<file path="config.mk">
export PLATFORM = sky130hd
export DESIGN_NAME = ordered_list_with_positional_delete_core
export DESIGN_NICKNAME = d
export VERILOG_FILES = /design/src/olpd_pkg.sv /design/src/olpd_cell.sv /design/src/ordered_list_with_positional_delete_core.sv
export SDC_FILE = /design/constraint.sdc
export NUM_CORES = 1
export LEC_CHECK = 0
export BUFFER_PORTS_ARGS = -buffer_cell sky130_fd_sc_hd__buf_2
export CAP_MARGIN = 5
export CELL_PAD_IN_SITES_DETAIL_PLACEMENT = 1
export CELL_PAD_IN_SITES_GLOBAL_PLACEMENT = 1
export CORE_MARGIN = 8
export CORE_UTILIZATION = 46
export CTS_CLUSTER_DIAMETER = 100
export DETAILED_ROUTE_END_ITERATION = 16
export PLACE_DENSITY_LB_ADDON = 0.1
export RECOVER_POWER = 50
export SYNTH_ARGS = -nofsm -noshare
export SYNTH_HDL_FRONTEND = slang
export SYNTH_SLANG_ARGS = --single-unit
</file>
<file path="constraint.sdc">
create_clock -name clock -period 5 [get_ports clock]
set_input_delay 0.5 -clock clock [delete_from_list [all_inputs] [get_ports clock]]
set_output_delay 0.5 -clock clock [all_outputs]
set_load 0.02 [all_outputs]
</file>
<file path="src/olpd_pkg.sv">
// ----------------------------------------------------------------------------
// olpd_pkg : shared types and codes for the ordered list core
// Request and response transfer formats, operation and status codes, and
// the per-cell control word.
// ----------------------------------------------------------------------------
package olpd_pkg;

   // operation selectors
   localparam logic [2:0] FN_APPEND   = 3'd0;
   localparam logic [2:0] FN_DEL_HEAD = 3'd1;
   localparam logic [2:0] FN_DEL_TAIL = 3'd2;
   localparam logic [2:0] FN_DEL_POS  = 3'd3;
   localparam logic [2:0] FN_READ     = 3'd4;

   // response status codes
   localparam logic [2:0] ST_OK      = 3'd0;
   localparam logic [2:0] ST_EMPTY   = 3'd1;
   localparam logic [2:0] ST_BADPOS  = 3'd2;
   localparam logic [2:0] ST_FULL    = 3'd3;
   localparam logic [2:0] ST_INVALID = 3'd4;

   typedef struct packed {
      logic [2:0]         func;
      logic signed [31:0] value;
      logic [7:0]         position;
   } req_type;

   typedef struct packed {
      logic [2:0]         status;
      logic signed [31:0] value_out;
      logic               last;
      logic [4:0]         count;
   } rsp_type;

   // per-cell update select
   typedef struct packed {
      logic load;       // take the appended value
      logic take_next;  // take the right-hand neighbour's value
      logic take_head;  // take the head cell's value (read-out wrap)
   } cell_ctrl_type;

endpackage

</file>
<file path="src/olpd_cell.sv">
// ----------------------------------------------------------------------------
// olpd_cell : one storage cell of the list chain
// Holds one element and updates from the append bus, its right-hand
// neighbour or the head cell, as the control word selects.
// ----------------------------------------------------------------------------
module olpd_cell (
   input  logic                   clock,
   input  olpd_pkg::cell_ctrl_type ctrl,
   input  logic signed [31:0]     append_value,
   input  logic signed [31:0]     next_value,
   input  logic signed [31:0]     head_value,
   output logic signed [31:0]     value
);
   import olpd_pkg::*;

   logic signed [31:0] value_ff;
   logic signed [31:0] value_in;

   // select the next element value
   always_comb begin
      value_in = value_ff;
      if (ctrl.load) begin
         value_in = append_value;
      end else if (ctrl.take_next) begin
         value_in = next_value;
      end else if (ctrl.take_head) begin
         value_in = head_value;
      end
   end

   always_ff @(posedge clock) begin
      value_ff <= value_in;
   end

   assign value = value_ff;

endmodule

</file>
<file path="src/ordered_list_with_positional_delete_core.sv">
// ----------------------------------------------------------------------------
// ordered_list_with_positional_delete_core : bounded ordered list
// Append, delete head/tail/position and full read-out over a chain of cells.
// ----------------------------------------------------------------------------
// The list lives in a row of DEPTH cells, head in cell 0. Append, the three
// deletes and every error answer each give one response; deletes close the
// gap by having the affected cells take their neighbour's value in
// parallel. During a read-out of n elements the chain rotates by one cell
// per cycle and the head cell is emitted each time, so after n steps the
// list is back in order. Results pass through a single output register; a
// new request is taken only when that register is empty or its response
// transfers in the same cycle, so a stall on the response side holds off
// the request side and pauses the rotation.
// ----------------------------------------------------------------------------
module ordered_list_with_positional_delete_core #(
   parameter int DEPTH = 16
) (
   input  logic              clock,
   input  logic              reset,
   input  logic              req_valid,
   output logic              req_stall,
   input  olpd_pkg::req_type req_data,
   output logic              rsp_valid,
   input  logic              rsp_stall,
   output olpd_pkg::rsp_type rsp_data
);
   import olpd_pkg::*;

   localparam int CNT_W = $clog2(DEPTH + 1);
   localparam int CMP_W = CNT_W + 8;

   typedef enum logic {S_IDLE, S_READ} state_type;

   state_type          state_ff, state_in;
   logic [CNT_W-1:0]   count_ff, count_in;
   logic [CNT_W-1:0]   rd_cnt_ff, rd_cnt_in;
   logic               rsp_valid_ff, rsp_valid_in;
   rsp_type            rsp_data_ff, rsp_data_in;

   logic               slot_free;
   logic               accept;
   logic               is_empty;
   logic               is_full;
   logic               pos_ok;
   logic               rd_last;
   logic               do_append;
   logic               do_remove;
   logic               do_rotate;
   logic [CMP_W-1:0]   rm_idx;
   logic [CMP_W-1:0]   count_ext;
   logic [CMP_W-1:0]   count_in_ext;
   logic [CMP_W-1:0]   pos_ext;

   logic signed [31:0] cell_value [DEPTH];
   cell_ctrl_type      cell_ctrl  [DEPTH];

   // handshake
   assign slot_free = !rsp_valid_ff || !rsp_stall;
   assign req_stall = (state_ff != S_IDLE) || !slot_free;
   assign accept    = req_valid && !req_stall;

   // list status
   assign count_ext    = CMP_W'(count_ff);
   assign count_in_ext = CMP_W'(count_in);
   assign pos_ext      = CMP_W'(req_data.position);
   assign is_empty     = (count_ff == '0);
   assign is_full      = (count_ff == CNT_W'(DEPTH));
   assign pos_ok       = (req_data.position != 8'd0) && (pos_ext <= count_ext);
   assign rd_last      = (CMP_W'(rd_cnt_ff) + CMP_W'(1) == count_ext);

   // operation decode and response build
   always_comb begin
      state_in     = state_ff;
      count_in     = count_ff;
      rd_cnt_in    = rd_cnt_ff;
      rsp_valid_in = rsp_valid_ff && rsp_stall;
      rsp_data_in  = rsp_data_ff;
      do_append    = 1'b0;
      do_remove    = 1'b0;
      do_rotate    = 1'b0;
      rm_idx       = '0;

      case (state_ff)
         S_IDLE: begin
            if (accept) begin
               rsp_valid_in          = 1'b1;
               rsp_data_in.status    = ST_OK;
               rsp_data_in.value_out = '0;
               rsp_data_in.last      = 1'b1;
               case (req_data.func)
                  FN_APPEND: begin
                     if (is_full) begin
                        rsp_data_in.status = ST_FULL;
                     end else begin
                        do_append = 1'b1;
                        count_in  = count_ff + CNT_W'(1);
                     end
                  end
                  FN_DEL_HEAD: begin
                     if (is_empty) begin
                        rsp_data_in.status = ST_EMPTY;
                     end else begin
                        do_remove = 1'b1;
                        count_in  = count_ff - CNT_W'(1);
                     end
                  end
                  FN_DEL_TAIL: begin
                     if (is_empty) begin
                        rsp_data_in.status = ST_EMPTY;
                     end else begin
                        count_in = count_ff - CNT_W'(1);
                     end
                  end
                  FN_DEL_POS: begin
                     if (is_empty) begin
                        rsp_data_in.status = ST_EMPTY;
                     end else if (!pos_ok) begin
                        rsp_data_in.status = ST_BADPOS;
                     end else begin
                        do_remove = 1'b1;
                        rm_idx    = pos_ext - CMP_W'(1);
                        count_in  = count_ff - CNT_W'(1);
                     end
                  end
                  FN_READ: begin
                     if (is_empty) begin
                        rsp_data_in.status = ST_EMPTY;
                     end else begin
                        rsp_valid_in = rsp_valid_ff && rsp_stall;
                        rsp_data_in  = rsp_data_ff;
                        state_in     = S_READ;
                        rd_cnt_in    = '0;
                     end
                  end
                  default: begin
                     rsp_data_in.status = ST_INVALID;
                  end
               endcase
               rsp_data_in.count = count_in_ext[4:0];
            end
         end
         S_READ: begin
            // emit the head and rotate the occupied cells by one
            if (slot_free) begin
               rsp_valid_in          = 1'b1;
               rsp_data_in.status    = ST_OK;
               rsp_data_in.value_out = cell_value[0];
               rsp_data_in.last      = rd_last;
               rsp_data_in.count     = count_ext[4:0];
               do_rotate             = 1'b1;
               rd_cnt_in             = rd_cnt_ff + CNT_W'(1);
               if (rd_last) begin
                  state_in = S_IDLE;
               end
            end
         end
         default: begin
            state_in = S_IDLE;
         end
      endcase
   end

   // control state and output register
   always_ff @(posedge clock) begin
      if (reset) begin
         state_ff     <= S_IDLE;
         count_ff     <= '0;
         rd_cnt_ff    <= '0;
         rsp_valid_ff <= 1'b0;
      end else begin
         state_ff     <= state_in;
         count_ff     <= count_in;
         rd_cnt_ff    <= rd_cnt_in;
         rsp_valid_ff <= rsp_valid_in;
      end
      rsp_data_ff <= rsp_data_in;
   end

   // chain of cells, cell 0 is the head
   for (genvar i = 0; i < DEPTH; i++) begin : g_cell
      localparam logic [CMP_W-1:0] IDX = CMP_W'(i);
      logic signed [31:0] next_value;

      assign cell_ctrl[i].load      = do_append && (count_ff == CNT_W'(i));
      assign cell_ctrl[i].take_next =
         (do_remove && (IDX >= rm_idx) && (IDX + CMP_W'(1) < count_ext)) ||
         (do_rotate && (IDX + CMP_W'(1) < count_ext));
      assign cell_ctrl[i].take_head = do_rotate && (IDX + CMP_W'(1) == count_ext);

      if (i == DEPTH - 1) begin : g_tail
         assign next_value = cell_value[i];
      end else begin : g_mid
         assign next_value = cell_value[i+1];
      end

      olpd_cell u_cell (
         .clock        (clock),
         .ctrl         (cell_ctrl[i]),
         .append_value (req_data.value),
         .next_value   (next_value),
         .head_value   (cell_value[0]),
         .value        (cell_value[i])
      );
   end

   assign rsp_valid = rsp_valid_ff;
   assign rsp_data  = rsp_data_ff;

endmodule

</file>
* Yosys cells after proc, flatten, opt, wreduce, memory -nomap -nowiden
Cells that the tools add are included.
** Storage, ports and cells
- Input bits :: 47
- Output and inout port bits :: 43
- Register bits after elaboration :: 565
- Logic and storage cells :: 330
** Cells by class
- Equality and inequality tests :: 42
- Bitwise logic cells :: 1
- Reduce and logical (&&, ||, !) cells :: 128
- Add/subtract/negate cells :: 5
- Multiplexer cells :: 97
- $lt $le $gt $ge :: 33
** Operators by type and width (count)
- $mux W32 :: 47
- $ge A4 B13 Y1 const A :: 8
- $logic_and A1 B1 Y1 :: 82
- $mux W41 :: 2
- $pmux W41 S2 :: 1
- $mux W38 :: 2
- $mux W13 :: 5
- $ge A3 B13 Y1 const A :: 4
- $mux W5 :: 10
- $reduce_bool A3 Y1 :: 14
- $eq A4 B5 Y1 const A :: 8
- $eq A5 B4 Y1 const B :: 8
- $lt A4 B5 Y1 const A :: 8
- $ge A1 B13 Y1 const A :: 2
- $ge A2 B13 Y1 const A :: 2
- $eq A3 B5 Y1 const A :: 4
- $eq A5 B3 Y1 const B :: 4
- $lt A3 B5 Y1 const A :: 4
- $mux W1 :: 20
- $logic_or A1 B1 Y1 :: 18
- $pmux W5 S3 :: 1
- $pmux W3 S4 :: 1
- $add A5 B1 Y5 const B :: 2
- $eq A2 B5 Y1 const A :: 2
- other kinds (32) :: 47

* Depth between registers and ports, before layout
- Word-level depth :: 14
- Depth in mapped cells :: 14
- Gate-level depth less buffers :: 9

* Modules after synthesis
Synthesis repeated with hierarchy kept, for this count alone.
** Second synthesis, totals
- Cell total of the unflattened synthesis :: 2662
- Area, all modules :: 30437.9 um^2
** Modules (own cells, without submodules)
- olpd_cell :: times used 16, area an instance 1672.9 um^2, cells an instance 140, seq. area each 960.9 um^2
- ordered_list_with_positional_delete_core :: times used 1, area an instance 3672.3 um^2, cells an instance 422, seq. area each 1471.4 um^2

* Least setup slack after synthesis
Ideal clock, no wire load.
- Path type :: input to register
- From :: input rsp_stall
- To :: register g_cell[6].u_cell.value_ff[0] (enable)
- Path slack :: -470 ps
- Library setup time :: 533 ps
- Data arrival time :: 4936 ps
- Cell stages on the path :: 5
- Buffers on the path :: 2
- Required time :: 4467 ps
- Cells stage by stage :: nand2_1 > nand2_1 > clkbuf_1 > clkbuf_1 > o311ai_0
** On the way
- Word-level cells in the longest chain between the ends :: 13
- Elaborated cells between the ends (all ways) :: 22
- Classes of those cells :: 1 x order compare; 8 x mux; 13 x reduce/logical
** RTL lines
- start: declaration :: RTL line ordered_list_with_positional_delete_core.sv:24 : input logic rsp_stall,
- $logic_not A1 Y1 * :: RTL line ordered_list_with_positional_delete_core.sv:58 : assign slot_free = !rsp_valid_ff || !rsp_stall;
- $logic_or A1 B1 Y1 * :: RTL line ordered_list_with_positional_delete_core.sv:58
- $logic_not A1 Y1 :: RTL line ordered_list_with_positional_delete_core.sv:59 : assign req_stall = (state_ff != S_IDLE) || !slot_free;
- $logic_or A1 B1 Y1 :: RTL line ordered_list_with_positional_delete_core.sv:59
- $logic_not A1 Y1 :: RTL line ordered_list_with_positional_delete_core.sv:60 : assign accept = req_valid && !req_stall;
- $logic_and A1 B1 Y1 :: RTL line ordered_list_with_positional_delete_core.sv:60
- $mux W13 :: RTL line ordered_list_with_positional_delete_core.sv:85 : if (accept) begin
- $mux W13 :: RTL line ordered_list_with_positional_delete_core.sv:83 : case (state_ff)
- $ge A3 B13 Y1 :: RTL line ordered_list_with_positional_delete_core.sv:186 : (do_remove && (IDX >= rm_idx) && (IDX + CMP_W'(1) < count_ext)) ||
- $logic_and A1 B1 Y1 (2 in series) :: RTL line ordered_list_with_positional_delete_core.sv:186
- $logic_or A1 B1 Y1 :: RTL line ordered_list_with_positional_delete_core.sv:186
- $reduce_bool A3 Y1 (no line) *
- end signal: assignment :: RTL line olpd_cell.sv:32 : value_ff <= value_in;
- end: declaration :: RTL line olpd_cell.sv:16 : logic signed [31:0] value_ff;
Every way passes the cells marked *; elsewhere a longest branch is shown, timed or not.
A chain may end at the register's enable or synchronous reset.

* Worst setup path in the final report
- From :: register count_ff[1]
- To :: register g_cell[7].u_cell.value_ff[4], data pin
** On the way
- Word-level cells in the longest chain between the ends :: 13
- Elaborated cells between the ends (all ways) :: 29
- Classes of those cells :: 3 x order compare; 2 x eq/ne; 17 x mux; 7 x reduce/logical
** RTL lines
- start: declaration :: RTL line ordered_list_with_positional_delete_core.sv:35 : logic [CNT_W-1:0] count_ff, count_in;
- start signal: assignment :: RTL line ordered_list_with_positional_delete_core.sv:172 : count_ff <= count_in;
- $le A8 B5 Y1 :: RTL line ordered_list_with_positional_delete_core.sv:68 : assign pos_ok = (req_data.position != 8'd0) && (pos_ext <= count_ext);
- $logic_and A1 B1 Y1 :: RTL line ordered_list_with_positional_delete_core.sv:68
- $mux W13 :: RTL line ordered_list_with_positional_delete_core.sv:117 : end else if (!pos_ok) begin
- $mux W13 :: RTL line ordered_list_with_positional_delete_core.sv:115 : if (is_empty) begin
- $mux W13 :: RTL line ordered_list_with_positional_delete_core.sv:90 : case (req_data.func)
- $mux W13 :: RTL line ordered_list_with_positional_delete_core.sv:85
- $mux W13 :: RTL line ordered_list_with_positional_delete_core.sv:83
- $ge A3 B13 Y1 :: RTL line ordered_list_with_positional_delete_core.sv:186
- $logic_and A1 B1 Y1 (2 in series) :: RTL line ordered_list_with_positional_delete_core.sv:186
- $logic_or A1 B1 Y1 :: RTL line ordered_list_with_positional_delete_core.sv:186
- $mux W32 :: RTL line olpd_cell.sv:24 : end else if (ctrl.take_next) begin
- $mux W32 * :: RTL line olpd_cell.sv:22 : if (ctrl.load) begin
- net g_cell[7].u_cell.value_in[4] :: RTL line olpd_cell.sv:17 : logic signed [31:0] value_in;
- end signal: assignment :: RTL line olpd_cell.sv:32
- end: declaration :: RTL line olpd_cell.sv:16
Mark *: on every way through the listed nets, which the timed path passes. The rest lies on a longest branch.

==> impl_metrics.env <==
export IMPL_status="complete, but fails checks"
export IMPL_violations="capacitance limit, slew limit"
export IMPL_worst_slew_pin_slew_ns=1.71
export IMPL_antenna_found_initial=3
export IMPL_syn_nets=2930
export IMPL_ys_warnings_count=0
export IMPL_final_common_cell="edfxtp_1"
export IMPL_cts_sinks=565
export IMPL_drt_pass1_iter_count=6
export IMPL_drive_gt1_share_pct=20.8
export IMPL_multi_input_area_um2=12200
export IMPL_dp_hpwl_um=67500
export IMPL_final_nets=2839
export IMPL_start_util_pct=46.4
export IMPL_dieArea_um2=74600
export IMPL_hold_path_startpoint="reset"
export IMPL_cp_end_kind="flop"
export IMPL_clock_latency_ns=0.61
export IMPL_intPower_mw=8.12
export IMPL_hold_violations=0
export IMPL_root_buffer="clkbuf_16"
export IMPL_r2r_start="count_ff[1]$_SDFF_PP0_"
export IMPL_final_cell_mix="edfxtp_1 (553), nand2_1 (472), o211ai_1 (196)"
export IMPL_fp_dieH_um=273
export IMPL_drv_cap=1
export IMPL_place_congestion=0.914
export IMPL_synth_seq_cells=565
export IMPL_ys_types=79
export IMPL_grt_max_degree=67
export IMPL_synth_edf_count=553
export IMPL_htreeDepth=3
export IMPL_drv_slew=25
export IMPL_clock_skew_ns=0.0252
export IMPL_timing_final_crit_share_pct=93.3
export IMPL_async_reset_ff_share_pct=0
export IMPL_swShare_pct=23.2
export IMPL_final_cells=3696
export IMPL_worst_ir_drop_vdd_mv=0.225
export IMPL_synth_area_um2=30400
export IMPL_max_slew_margin_pct=-14.2
export IMPL_fillers=6990
export IMPL_seq_area_um2=16800
export IMPL_via_per_inst=6.68
export IMPL_utilization_pct=50.8
export IMPL_postCtsSetupBuffers=0
export IMPL_p_leak_nw=10.7
export IMPL_critPathMaxStageDelay_ns=0.75
export IMPL_dp_cells=3575
export IMPL_cp_start_kind="flop"
export IMPL_path_cells="inv_1 -> ha_1 -> or4b_1 -> nand3_1 -> or3_1 -> or4_1 -> nand3_2 -> buf_2 -> mux2i_1 -> a21oi_1"
export IMPL_hp_class="in2reg"
export IMPL_power_net_switching_mw=2.45
export IMPL_clock_power_share_pct=45.8
export IMPL_required_ns=5.30
export IMPL_drcViolationCount=0
export IMPL_drtIter0Drc=2389
export IMPL_r2r_setup_slack_ns=0.33
export IMPL_reg2reg_depth=10
export IMPL_grt_pass1_wl_um=168000
export IMPL_p_seq_share_pct=49.5
export IMPL_synth_top_flop_cell="edfxtp_1"
export IMPL_cts_tree="yes"
export IMPL_die_w_um=273
export IMPL_clk_pin_slew_ns=0.06
export IMPL_coreArea_um2=65600
export IMPL_routedWlPerCell_um=29.8
export IMPL_ios=90
export IMPL_num_vias=24700
export IMPL_hold_end="rd_cnt_ff[2]$_SDFFE_PP0P_"
export IMPL_grt_pass1_vias=25200
export IMPL_grt_overflow=0
export IMPL_synth_cells=2871
export IMPL_max_freq_ghz=0.214
export IMPL_path_buf_inv=2
export IMPL_arrival_ns=4.97
export IMPL_wirelength_um=110000
export IMPL_clock_path_buffers=3
export IMPL_rsz0062_at_grt="false"
export IMPL_synth_area_leaders="edfxtp_1 (55%), o221a_2 (5.9%), nand2_1 (5.8%), o211ai_1 (4.8%), clkbuf_1 (3.1%)"
export IMPL_comb_power_share_pct=4.7
export IMPL_critical_path_slowest_cell="buf_2"
export IMPL_min_period_ns=4.67
export IMPL_drtAntennaViolNets=0
export IMPL_rows=94
export IMPL_track_usage_pct=29.1
export IMPL_power_density_nw_per_um2=317
export IMPL_cts_hold_buf=0
export IMPL_io_buffer_count=89
export IMPL_syn_avg_cell_area_um2=10.6
export IMPL_crit_type="reg2reg"
export IMPL_yosysSeqAreaShare_pct=55.4
export IMPL_synth_top_area_share_pct=54.6
export IMPL_critPathMaxFanout=33
export IMPL_cp_top_family="simple AND/OR/NAND/NOR gates"
export IMPL_whs_path_depth=2
export IMPL_area_growth_syn_to_layout_pct=9.59
export IMPL_post_cts_resize_count=0
export IMPL_cts_buffers=67
export IMPL_yosys_area_top_type="edfxtp_1"
export IMPL_finalSetupViolCount=0
export IMPL_reg2reg_to="g_cell[7].u_cell.value[4]$_DFFE_PP_"
## flip-flops by register name, indices dropped and copies added (netlist names)
signal,flops
rd_cnt_ff,5
state_ff,1
rsp_data,41
rsp_valid,1
g_cell.u_cell.value,512
count_ff,5
## area by class of cell
class / instances / share of cell area (%)
diodes: 1 / 0.00751
clock buffers: 83 / 5.34
clock inverters: 37 / 0.968
inverters: 15 / 0.169
multi-input cells: 1951 / 36.6
flip-flops and latches: 565 / 50.5
well taps: 864 / 3.24
repair buffers: 180 / 3.10
## routing by layer
| layer | vias up | GRT usage, % | wire length [µm] |
|---|---|---|---|
| met5 | - | 0 | 0 |
| met2 | 1149 | 45.1 | 49600 |
| met3 | 195 | 4.99 | 8620 |
| met1 | 12700 | 41.6 | 48900 |
| met4 | 0 | 9.10 | 3130 |
| li1 | 10600 | - | - |
## worst max path at each step
| stage | from | to | cells past startpoint |
|---|---|---|---|
| after CTS | count_ff[1]$_SDFF_PP0_ | g_cell[11].u_cell.value[4]$_DFFE_PP_ | 9 |
| after floorplan | rsp_stall | g_cell[6].u_cell.value[0]$_DFFE_PP_ | 5 |
| after detailed placement | count_ff[1]$_SDFF_PP0_ | g_cell[0].u_cell.value[18]$_DFFE_PP_ | 9 |
| final | count_ff[1]$_SDFF_PP0_ | g_cell[7].u_cell.value[4]$_DFFE_PP_ | 10 |
| after global routing | count_ff[1]$_SDFF_PP0_ | g_cell[7].u_cell.value[19]$_DFFE_PP_ | 10 |
| after global placement | count_ff[1]$_SDFF_PP0_ | g_cell[0].u_cell.value[18]$_DFFE_PP_ | 9 |
## power groups by stage
stage / combinational [mW] / sequential [mW] / clock, mW
CTS: 0.496 / 5.23 / 4.91
floorplan: 0.272 / 5.32 / 0
finish: 0.495 / 5.23 / 4.84
detailed placement: 0.492 / 5.33 / 0
global placement: 0.479 / 5.33 / 0
global route: 0.524 / 5.23 / 5.08
## cells by family (layout without fill, tap and decap cells)
logic type | Yosys count | in the layout | synth area share [%]
AOI/OAI and AO/OA | 744 | 744 | 18.8
xor gates and xnor gates | 13 | 13 | 0.374
adders and majority gates | 12 | 12 | 0.494
buffers and inverters | 355 | 315 | 4.99
DFF | 565 | 565 | 55.4
muxes | 99 | 99 | 3.52
other | 0 | 1 | 0
and+or+nand+nor | 1083 | 1083 | 16.5
## Yosys cell counts (3+ instances only)
master,number
edfxtp_1,553
nand2_1,473
clkbuf_1,255
o211ai_1,195
nand3_1,181
nor2_1,166
o221a_2,160
a21oi_1,147
or2_2,96
o21ai_0,79
buf_2,66
mux2_2,65
a31oi_1,41
and2_1,41
nor2b_1,39
or3_1,35
mux2i_1,34
o32ai_1,33
o221ai_1,32
nor3_1,13
dfxtp_1,12
ha_1,12
inv_1,12
buf_6,10
xnor2_1,8
buf_4,7
nand3b_1,6
xor2_1,5
a32oi_1,4
and3_1,4
o22ai_1,4
a211oi_1,3
a21o_1,3
a311o_1,3
nand4_1,3
nor3_2,3
nor4_1,3
o2111ai_1,3
o21ai_2,3
o31ai_1,3
## metrics by stage
step	area (µm²)	setup TNS, ns	total power [mW]	hold WS (ns)	setup slack (ns)
2_1_floorplan	30400	-30.05	5.60	0.465	-0.470
3_3_place_gp	31400	0	5.81	0.478	0.811
3_5_place_dp	31400	0	5.82	0.508	0.635
4_1_cts	33500	0	10.6	0.215	0.620
5_1_grt	33300	0	10.8	0.241	0.136
6_report	33300	0	10.6	0.244	0.334
Power figures use the tool's default switching activity.
